## config.mk

```make
export PLATFORM = sky130hd
export DESIGN_NAME = eight_bit_alu_with_flags
export DESIGN_NICKNAME = d
export VERILOG_FILES = /design/src/hdl/ebalu_pkg.sv /design/src/hdl/ebalu_decode.sv /design/src/hdl/ebalu_exec.sv /design/src/hdl/ebalu_flags.sv /design/src/hdl/eight_bit_alu_with_flags.sv
export SDC_FILE = /design/constraint.sdc
export NUM_CORES = 1
export LEC_CHECK = 0
export ABC_AREA = 1
export BUFFER_PORTS_ARGS = -buffer_cell sky130_fd_sc_hd__buf_4
export CORE_ASPECT_RATIO = 0.5
export CORE_MARGIN = 5
export CORE_UTILIZATION = 61
export CTS_BUF_LIST = sky130_fd_sc_hd__clkbuf_8
export DETAILED_ROUTE_END_ITERATION = 10
export PLACE_DENSITY = 0.83
export SYNTH_ARGS = -nofsm -noshare
export SYNTH_HDL_FRONTEND = slang
export SYNTH_SLANG_ARGS = --single-unit
export TNS_END_PERCENT = 50
```

## constraint.sdc

```tcl
create_clock -name clk -period 5.18 [get_ports clk]
set_input_delay 0.259 -clock clk [delete_from_list [all_inputs] [get_ports clk]]
set_output_delay 0.259 -clock clk [all_outputs]
set_load 0.005 [all_outputs]
```

## src/hdl/ebalu_pkg.sv

```systemverilog
`default_nettype none
package ebalu_pkg;

  // Field widths of the stream items.
  localparam int MODE_W    = 5;
  localparam int BYTE_W    = 8;
  localparam int IN_DATA_W  = 32;
  localparam int OUT_DATA_W = 16;

  // Bit positions inside the input tdata word.
  localparam int IN_MODE_LSB = 0;
  localparam int IN_A_LSB    = IN_MODE_LSB + MODE_W;
  localparam int IN_B_LSB    = IN_A_LSB + BYTE_W;
  localparam int IN_Z_BIT    = IN_B_LSB + BYTE_W;
  localparam int IN_N_BIT    = IN_Z_BIT + 1;
  localparam int IN_H_BIT    = IN_N_BIT + 1;
  localparam int IN_C_BIT    = IN_H_BIT + 1;

  // Bit positions inside the output tdata word.
  localparam int OUT_RES_LSB = 0;
  localparam int OUT_WR_BIT  = OUT_RES_LSB + BYTE_W;
  localparam int OUT_Z_BIT   = OUT_WR_BIT + 1;
  localparam int OUT_N_BIT   = OUT_Z_BIT + 1;
  localparam int OUT_H_BIT   = OUT_N_BIT + 1;
  localparam int OUT_C_BIT   = OUT_H_BIT + 1;
  localparam int OUT_PAD_W   = OUT_DATA_W - (OUT_C_BIT + 1);

  // Decimal adjust constants.
  localparam logic [7:0] DAA_LIMIT = 8'h99;
  localparam logic [7:0] ADJ_HI    = 8'h60;
  localparam logic [7:0] ADJ_LO    = 8'h06;
  localparam logic [3:0] NIB_MAX   = 4'h9;
  localparam logic [3:0] NIB_FULL  = 4'hF;
  localparam logic [7:0] BYTE_ONE  = 8'h01;
  localparam logic [7:0] BYTE_ONES = 8'hFF;

  typedef enum logic [MODE_W-1:0] {
    OP_ADD  = 5'd0,
    OP_ADC  = 5'd1,
    OP_SUB  = 5'd2,
    OP_SBC  = 5'd3,
    OP_AND  = 5'd4,
    OP_XOR  = 5'd5,
    OP_OR   = 5'd6,
    OP_CP   = 5'd7,
    OP_INC  = 5'd8,
    OP_DEC  = 5'd9,
    OP_RLC  = 5'd10,
    OP_RRC  = 5'd11,
    OP_RL   = 5'd12,
    OP_RR   = 5'd13,
    OP_SWAP = 5'd14,
    OP_DAA  = 5'd15,
    OP_CPL  = 5'd16,
    OP_CCF  = 5'd17,
    OP_SCF  = 5'd18,
    OP_RLCA = 5'd19,
    OP_RRCA = 5'd20,
    OP_RLA  = 5'd21,
    OP_RRA  = 5'd22
  } op_t;

  // Source of the result byte in the execute stage.
  typedef enum logic [1:0] {
    SEL_SUM,
    SEL_AND,
    SEL_XOR,
    SEL_OR_PRE
  } sel_t;

  // How the zero flag is formed.
  typedef enum logic [1:0] {
    Z_RES,
    Z_SUM,
    Z_FIX
  } zmode_t;

  // Decode stage to execute stage.
  typedef struct packed {
    sel_t        sel;
    logic        use_or;
    logic [7:0]  a;
    logic [7:0]  b;
    logic [7:0]  y;
    logic        cin;
    logic        borrow;
    logic [7:0]  pre;
    logic        h_adder;
    logic        h_fix;
    logic        c_adder;
    logic        c_fix;
    logic        n;
    logic        wr;
    zmode_t      zmode;
    logic        z_fix;
  } dec_t;

  // Execute stage to flag stage.
  typedef struct packed {
    logic [7:0] result;
    logic [7:0] zt;
    logic       z_test;
    logic       z_fix;
    logic       wr;
    logic       n;
    logic       h;
    logic       c;
  } exe_t;

  // Flag stage output.
  typedef struct packed {
    logic [7:0] result;
    logic       wr;
    logic       z;
    logic       n;
    logic       h;
    logic       c;
  } res_t;

endpackage
`default_nettype wire

```

## src/hdl/ebalu_decode.sv

```systemverilog
`default_nettype none
module ebalu_decode
  import ebalu_pkg::*;
(
  input  wire logic              clk,
  input  wire logic              rst,
  input  wire logic              in_valid,
  output logic                   in_ready,
  input  wire logic [MODE_W-1:0] mode,
  input  wire logic [7:0]        operand_a,
  input  wire logic [7:0]        operand_b,
  input  wire logic              zero_in,
  input  wire logic              subtract_in,
  input  wire logic              half_carry_in,
  input  wire logic              carry_in,
  output logic                   out_valid,
  input  wire logic              out_ready,
  output dec_t                   out_data
);

  dec_t       dec_next;
  logic [7:0] adj;
  logic       hi_fix;
  logic       lo_fix;

  assign in_ready = !out_valid || out_ready;

  // Operand preparation: subtraction is done as an add of the inverted
  // operand, so add and subtract share the adders of the execute stage.
  always_comb begin
    dec_next         = '0;
    adj              = '0;
    hi_fix           = carry_in || (operand_a > DAA_LIMIT);
    lo_fix           = half_carry_in || (operand_a[3:0] > NIB_MAX);
    dec_next.sel     = SEL_OR_PRE;
    dec_next.use_or  = 1'b0;
    dec_next.a       = operand_a;
    dec_next.b       = operand_b;
    dec_next.y       = operand_b;
    dec_next.cin     = 1'b0;
    dec_next.borrow  = 1'b0;
    dec_next.pre     = operand_a;
    dec_next.h_adder = 1'b0;
    dec_next.h_fix   = half_carry_in;
    dec_next.c_adder = 1'b0;
    dec_next.c_fix   = carry_in;
    dec_next.n       = subtract_in;
    dec_next.wr      = 1'b1;
    dec_next.zmode   = Z_RES;
    dec_next.z_fix   = zero_in;
    case (op_t'(mode))
      OP_ADD, OP_ADC: begin
        dec_next.sel     = SEL_SUM;
        dec_next.cin     = (op_t'(mode) == OP_ADC) ? carry_in : 1'b0;
        dec_next.h_adder = 1'b1;
        dec_next.c_adder = 1'b1;
        dec_next.n       = 1'b0;
      end
      OP_SUB, OP_SBC, OP_CP: begin
        dec_next.sel     = SEL_SUM;
        dec_next.y       = ~operand_b;
        dec_next.cin     = (op_t'(mode) == OP_SBC) ? !carry_in : 1'b1;
        dec_next.borrow  = 1'b1;
        dec_next.h_adder = 1'b1;
        dec_next.c_adder = 1'b1;
        dec_next.n       = 1'b1;
        if (op_t'(mode) == OP_CP) begin
          // Compare keeps the accumulator; Z comes from the difference.
          dec_next.sel   = SEL_OR_PRE;
          dec_next.wr    = 1'b0;
          dec_next.zmode = Z_SUM;
        end
      end
      OP_AND: begin
        dec_next.sel   = SEL_AND;
        dec_next.h_fix = 1'b1;
        dec_next.c_fix = 1'b0;
        dec_next.n     = 1'b0;
      end
      OP_XOR: begin
        dec_next.sel   = SEL_XOR;
        dec_next.h_fix = 1'b0;
        dec_next.c_fix = 1'b0;
        dec_next.n     = 1'b0;
      end
      OP_OR: begin
        dec_next.sel    = SEL_OR_PRE;
        dec_next.use_or = 1'b1;
        dec_next.h_fix  = 1'b0;
        dec_next.c_fix  = 1'b0;
        dec_next.n      = 1'b0;
      end
      OP_INC: begin
        dec_next.sel   = SEL_SUM;
        dec_next.y     = BYTE_ONE;
        dec_next.h_fix = (operand_a[3:0] == NIB_FULL);
        dec_next.n     = 1'b0;
      end
      OP_DEC: begin
        dec_next.sel   = SEL_SUM;
        dec_next.y     = BYTE_ONES;
        dec_next.h_fix = (operand_a[3:0] == 4'h0);
        dec_next.n     = 1'b1;
      end
      OP_RLC, OP_RLCA: begin
        dec_next.pre   = {operand_a[6:0], operand_a[7]};
        dec_next.c_fix = operand_a[7];
        dec_next.h_fix = 1'b0;
        dec_next.n     = 1'b0;
      end
      OP_RRC, OP_RRCA: begin
        dec_next.pre   = {operand_a[0], operand_a[7:1]};
        dec_next.c_fix = operand_a[0];
        dec_next.h_fix = 1'b0;
        dec_next.n     = 1'b0;
      end
      OP_RL, OP_RLA: begin
        dec_next.pre   = {operand_a[6:0], carry_in};
        dec_next.c_fix = operand_a[7];
        dec_next.h_fix = 1'b0;
        dec_next.n     = 1'b0;
      end
      OP_RR, OP_RRA: begin
        dec_next.pre   = {carry_in, operand_a[7:1]};
        dec_next.c_fix = operand_a[0];
        dec_next.h_fix = 1'b0;
        dec_next.n     = 1'b0;
      end
      OP_SWAP: begin
        dec_next.pre   = {operand_a[3:0], operand_a[7:4]};
        dec_next.c_fix = 1'b0;
        dec_next.h_fix = 1'b0;
        dec_next.n     = 1'b0;
      end
      OP_DAA: begin
        if (!subtract_in) begin
          adj            = (hi_fix ? ADJ_HI : 8'h00) | (lo_fix ? ADJ_LO : 8'h00);
          dec_next.y     = adj;
          dec_next.c_fix = hi_fix;
        end else begin
          adj          = (carry_in ? ADJ_HI : 8'h00) | (half_carry_in ? ADJ_LO : 8'h00);
          dec_next.y   = ~adj;
          dec_next.cin = 1'b1;
        end
        dec_next.sel   = SEL_SUM;
        dec_next.h_fix = 1'b0;
      end
      OP_CPL: begin
        dec_next.pre   = ~operand_a;
        dec_next.n     = 1'b1;
        dec_next.h_fix = 1'b1;
        dec_next.zmode = Z_FIX;
      end
      OP_CCF, OP_SCF: begin
        dec_next.wr    = 1'b0;
        dec_next.n     = 1'b0;
        dec_next.h_fix = 1'b0;
        dec_next.c_fix = (op_t'(mode) == OP_SCF) ? 1'b1 : !carry_in;
        dec_next.zmode = Z_FIX;
      end
      default: begin
        // Unused codes pass the accumulator and all flags unchanged.
        dec_next.wr    = 1'b0;
        dec_next.zmode = Z_FIX;
      end
    endcase
    // The accumulator rotates always clear Z.
    if (op_t'(mode) == OP_RLCA || op_t'(mode) == OP_RRCA ||
        op_t'(mode) == OP_RLA || op_t'(mode) == OP_RRA) begin
      dec_next.zmode = Z_FIX;
      dec_next.z_fix = 1'b0;
    end
  end

  always_ff @(posedge clk) begin
    if (rst) begin
      out_valid <= 1'b0;
    end else if (in_ready) begin
      out_valid <= in_valid;
    end
  end

  always_ff @(posedge clk) begin
    if (in_valid && in_ready) begin
      out_data <= dec_next;
    end
  end

endmodule
`default_nettype wire

```

## src/hdl/ebalu_exec.sv

```systemverilog
`default_nettype none
module ebalu_exec
  import ebalu_pkg::*;
(
  input  wire logic clk,
  input  wire logic rst,
  input  wire logic in_valid,
  output logic      in_ready,
  input  wire dec_t in_data,
  output logic      out_valid,
  input  wire logic out_ready,
  output exe_t      out_data
);

  logic [8:0] sum9;
  logic [4:0] nib5;
  logic [7:0] pre_or;
  exe_t       exe_next;

  assign in_ready = !out_valid || out_ready;

  // Carries of the inverted-operand add are inverted to give borrows.
  always_comb begin
    sum9   = {1'b0, in_data.a} + {1'b0, in_data.y} + {8'b0, in_data.cin};
    nib5   = {1'b0, in_data.a[3:0]} + {1'b0, in_data.y[3:0]} + {4'b0, in_data.cin};
    pre_or = in_data.use_or ? (in_data.a | in_data.b) : in_data.pre;
    exe_next = '0;
    case (in_data.sel)
      SEL_SUM:    exe_next.result = sum9[7:0];
      SEL_AND:    exe_next.result = in_data.a & in_data.b;
      SEL_XOR:    exe_next.result = in_data.a ^ in_data.b;
      SEL_OR_PRE: exe_next.result = pre_or;
      default:    exe_next.result = in_data.pre;
    endcase
    exe_next.zt     = (in_data.zmode == Z_SUM) ? sum9[7:0] : exe_next.result;
    exe_next.z_test = (in_data.zmode != Z_FIX);
    exe_next.z_fix  = in_data.z_fix;
    exe_next.wr     = in_data.wr;
    exe_next.n      = in_data.n;
    exe_next.h      = in_data.h_adder ? (nib5[4] ^ in_data.borrow) : in_data.h_fix;
    exe_next.c      = in_data.c_adder ? (sum9[8] ^ in_data.borrow) : in_data.c_fix;
  end

  always_ff @(posedge clk) begin
    if (rst) begin
      out_valid <= 1'b0;
    end else if (in_ready) begin
      out_valid <= in_valid;
    end
  end

  always_ff @(posedge clk) begin
    if (in_valid && in_ready) begin
      out_data <= exe_next;
    end
  end

endmodule
`default_nettype wire

```

## src/hdl/ebalu_flags.sv

```systemverilog
`default_nettype none
module ebalu_flags
  import ebalu_pkg::*;
(
  input  wire logic clk,
  input  wire logic rst,
  input  wire logic in_valid,
  output logic      in_ready,
  input  wire exe_t in_data,
  output logic      out_valid,
  input  wire logic out_ready,
  output res_t      out_data
);

  res_t res_next;

  assign in_ready = !out_valid || out_ready;

  always_comb begin
    res_next.result = in_data.result;
    res_next.wr     = in_data.wr;
    res_next.z      = in_data.z_test ? (in_data.zt == 8'h00) : in_data.z_fix;
    res_next.n      = in_data.n;
    res_next.h      = in_data.h;
    res_next.c      = in_data.c;
  end

  always_ff @(posedge clk) begin
    if (rst) begin
      out_valid <= 1'b0;
    end else if (in_ready) begin
      out_valid <= in_valid;
    end
  end

  always_ff @(posedge clk) begin
    if (in_valid && in_ready) begin
      out_data <= res_next;
    end
  end

endmodule
`default_nettype wire

```

## src/hdl/eight_bit_alu_with_flags.sv

```systemverilog
// Eight-bit ALU with the Z, N, H and C flags in the style of a small 8-bit CPU core.
// Each input transfer carries an operation code, the accumulator, a second operand
// and the current flags; each output transfer carries the result byte, a write enable
// for the destination and the new flags. The block holds no state between items.
// It is a three-stage pipeline (decode, add/logic, flag forming); a result passes
// the decode, execute and flag registers before it is offered, and one item is taken
// in every cycle while the output side is ready. Each stage has its own valid bit and
// a stage only holds when it is full and the stage after it is stalled, so the input
// keeps accepting while a result waits in the output register, until the stages fill.
`default_nettype none
module eight_bit_alu_with_flags
  import ebalu_pkg::*;
(
  input  wire logic                  clk,
  input  wire logic                  rst,
  input  wire logic                  s_axis_tvalid,
  output logic                       s_axis_tready,
  // Fields from bit 0 up: mode[4:0], operand_a[7:0], operand_b[7:0], zero_in,
  // subtract_in, half_carry_in, carry_in, then unused bits.
  input  wire logic [IN_DATA_W-1:0]  s_axis_tdata,
  output logic                       m_axis_tvalid,
  input  wire logic                  m_axis_tready,
  // Fields from bit 0 up: result[7:0], write_result, zero_out, subtract_out,
  // half_carry_out, carry_out, then zero padding.
  output logic [OUT_DATA_W-1:0]      m_axis_tdata
);

  logic dec_valid;
  logic exe_ready;
  dec_t dec_data;
  logic exe_valid;
  logic flg_ready;
  exe_t exe_data;
  res_t res_data;

  // Stage one: operand preparation and control decode.
  ebalu_decode u_decode (
    .clk           (clk),
    .rst           (rst),
    .in_valid      (s_axis_tvalid),
    .in_ready      (s_axis_tready),
    .mode          (s_axis_tdata[IN_MODE_LSB +: MODE_W]),
    .operand_a     (s_axis_tdata[IN_A_LSB +: BYTE_W]),
    .operand_b     (s_axis_tdata[IN_B_LSB +: BYTE_W]),
    .zero_in       (s_axis_tdata[IN_Z_BIT]),
    .subtract_in   (s_axis_tdata[IN_N_BIT]),
    .half_carry_in (s_axis_tdata[IN_H_BIT]),
    .carry_in      (s_axis_tdata[IN_C_BIT]),
    .out_valid     (dec_valid),
    .out_ready     (exe_ready),
    .out_data      (dec_data)
  );

  // Stage two: the shared adder, the logic operations and the result select.
  ebalu_exec u_exec (
    .clk       (clk),
    .rst       (rst),
    .in_valid  (dec_valid),
    .in_ready  (exe_ready),
    .in_data   (dec_data),
    .out_valid (exe_valid),
    .out_ready (flg_ready),
    .out_data  (exe_data)
  );

  // Stage three: zero detect and final flags; this is the output register.
  ebalu_flags u_flags (
    .clk       (clk),
    .rst       (rst),
    .in_valid  (exe_valid),
    .in_ready  (flg_ready),
    .in_data   (exe_data),
    .out_valid (m_axis_tvalid),
    .out_ready (m_axis_tready),
    .out_data  (res_data)
  );

  assign m_axis_tdata = {{OUT_PAD_W{1'b0}}, res_data.c, res_data.h, res_data.n,
                         res_data.z, res_data.wr, res_data.result};

endmodule
`default_nettype wire

```

==> flow_summary.toml <==
[sta]
period_minus_slack_ns = 2.11
skew_ns = 0.00570
finalHoldViolations = 0
tns_ns = 0
setup-violations-final = 0
rsz0062_at_grt = "false"
fmax_mhz = 475
slew_headroom_pct = 26.9
worst_pin_slew_ns = 1.10
maxSlewViolCount = 0
final.period_utilization_pct = 40.7

[clocking]
hold_buffers = 0
post_cts_buffers = 0
clk_latency_ns = 0.35
clk_pin_slew_worst_paths_ns = 0.08
numCtsBuffers = 9
cts_resized = 0
clock_path_buffers = 2
cts.sinks = 83
root_buffer = "clkbuf_8"
htree_num_levels = 3
cts_tree = "built"

[setup_path]
crit_start = "u_decode.out_data[18]"
critPathLaunchType = "flip-flop"
crit_slowest_cell = "fa_1"
slowest_delay_ns = 0.49
path_buf_inv = 2
cp_max_fo = 3
crit_chain = "fa_1, inv_1, fa_1, inv_1, nand2_1, nand2_1, xor2_1, nand2_1, nand2_1, nand2_1, nand2_1"
crit_type = "reg -> reg"
crit_top_cell = "nand2_1"
cp.required_ns = 5.29
crit_path_end_kind = "flip-flop"
timing.rr.start = "u_decode.out_data[18]"
cp_top_family = "adder cells"
arrival_ns = 2.21

[die]
die-area_um2 = 9900
die_h_um = 72.9
coreArea_um2 = 7510
die_w_um = 136
ios = 54
start_util_pct = 64.2
core.rowCount = 22

[run]
drv_cap = 0

[cells_and_area]
final_util_pct = 71.7
regArea_um2 = 2460
n_antenna_cell = 0
drive_above_1_share_pct = 12.5
n_fill_cell = 569
multi_input_area_um2 = 2010
fin_nets = 672
design_area_um2 = 5390
area_growth_pct = 11.6

[grt]
antenna_found_initial = 0
grt_pass1_wl_um = 16700
grt_pass1_vias = 3484
grt.total_usage_pct = 22.2
gr-total-overflow = 0
grt_max_degree = 46

[pwr]
p_per_area_nw_per_um2 = 268
pwr-share-seq_pct = 56.5
max-vdd-ir-drop_v = 0.000111
sw_frac_of_total_pct = 27.3
switchingPower_uw = 393
leakage_uw = 0.00254
p_int_uw = 1050
combPwrFrac_pct = 17.1
clkPwrFrac_pct = 26.4

[hold_path]
hold_class = "in -> reg"
min-delay-start = "rst"

[drt]
ant_nets = 0
drcViolationCount = 0
drt_pass1_iterations = 5
wl_per_cell_um = 14.7
first_iter_violations = 272
vias_per_cell = 5.42
drt_wl_total_um = 10600
vias = 3921

[logic_synthesis]
yosys.area.top_type = "edfxtp_1"
syn_avg_cell_area_um2 = 8.54
syn_inst = 565
synth.most_common_cell = "nand2_1"
synth_edf_count = 80
yosysTopAreaCellShare_pct = 49.8
synth_common_cells = "nand2_1 (166), edfxtp_1 (80), nor2_1 (72)"
synthFlopType = "edfxtp_1"
syn-cell-area_um2 = 4820
ys_ff_latch = 83
synth-seq-area-share_pct = 51.0
ys.warnings.count = 0
async_flop_share_pct = 0
synth_area_leaders = "edfxtp_1 (50%), nand2_1 (13%), ha_1 (6.0%), nor2_1 (5.6%), inv_1 (5.4%)"
yosys.cell_types.count = 40

[placement]
placed_area_um2 = 5220
io_buffers = 43
gp_congestion = 0.942
hpwlAfterDp_um = 8370

[run_status]
outcome = "finished clean"
==> power groups by stage <==
stage,sequential (uW),combinational (uW),clock (uW)
6_report,814,247,380
5_1_grt,817,277,421
4_1_cts,813,243,389
3_5_place_dp,828,243,0
3_3_place_gp,826,236,0
2_1_floorplan,819,167,0
==> cell usage in the layout, fill, tap and decap left out, drive strengths merged <==
cell type,synthesis,layout
nand4,10,10
o21a,2,2
dfxtp,3,3
xnor2,1,1
nand3b,1,1
nor3,6,6
a21oi,25,25
o2111ai,3,3
conb,1,3
a22oi,1,1
nor2,79,79
nand2,169,169
o31ai,1,1
clkbuf,2,9
edfxtp,80,80
clkinvlp,0,3
xor2,3,3
nand3,34,34
or2,3,3
o21ai,20,20
and2,3,3
nor4,2,2
fa,2,2
ha,23,23
inv,75,78
buf,9,44
o211ai,6,6
clkinv,1,2
==> logic make-up (layout without fill, tap and decap cells) <==
group	count (synthesis)	in the layout	synth area share, %
and+or+nand+nor	307	307	27.0
buffers and inverters	87	136	7.52
DFF	83	83	51.0
AOI/OAI and AO/OA	58	58	6.85
adders and majority gates	25	25	6.79
xor gates and xnor gates	4	4	0.726
other	1	3	0.0777
==> worst reg2reg max path, cell delays in order, from the launching register on <==
cell	delay, ns
edfxtp_1	0.41
fa_1	0.49
inv_1	0.09
fa_1	0.20
inv_1	0.06
nand2_1	0.07
nand2_1	0.11
xor2_1	0.18
nand2_1	0.06
nand2_1	0.07
nand2_1	0.06
nand2_1	0.06
==> path summary, 6_finish.rpt <==
path                              end  slack [ns]  depth (start not counted)
setup / recovery  u_exec.out_data[10]        3.07                         11
hold / removal     u_decode.out_valid        0.08                          2
setup reg to reg  u_exec.out_data[10]        3.07                         11
hold reg to reg   u_flags.out_data[6]        0.42                          0
==> state kept, by name (all words and copies together), names as in the netlist <==
register            flops
u_exec.out_valid        1
u_decode.out_data      45
u_flags.out_data       13
u_flags.out_valid       1
u_decode.out_valid      1
u_exec.out_data        22
==> layout make-up <==
class / count / area share [%]
multi-input combinational: 397 / 37.3
sequential: 83 / 45.7
inverter: 76 / 5.34
tap: 108 / 2.51
clock inverter: 7 / 0.720
timing repair buffer: 44 / 6.13
clock buffer: 9 / 2.30
==> routing by layer <==
layer / GRT usage (%) / wire [um]
met5: 0 / 0
met4: 7.82 / 198
met3: 4.68 / 910
met2: 35.4 / 4700
met1: 30.5 / 4810
==> through the flow <==
step | instances | hold slack [ns] | setup WS [ns] | total power [uW]
after floorplan | 567 | 0.328 | 3.26 | 987
after global placement | 708 | 0.401 | 3.15 | 1060
after CTS | 724 | 0.0593 | 3.08 | 1450
after global routing | 724 | 0.0647 | 2.95 | 1510
after detailed placement | 708 | 0.405 | 3.09 | 1070
final | 724 | 0.0772 | 3.07 | 1440
Note: power is estimated with default switching activity, not from simulation.
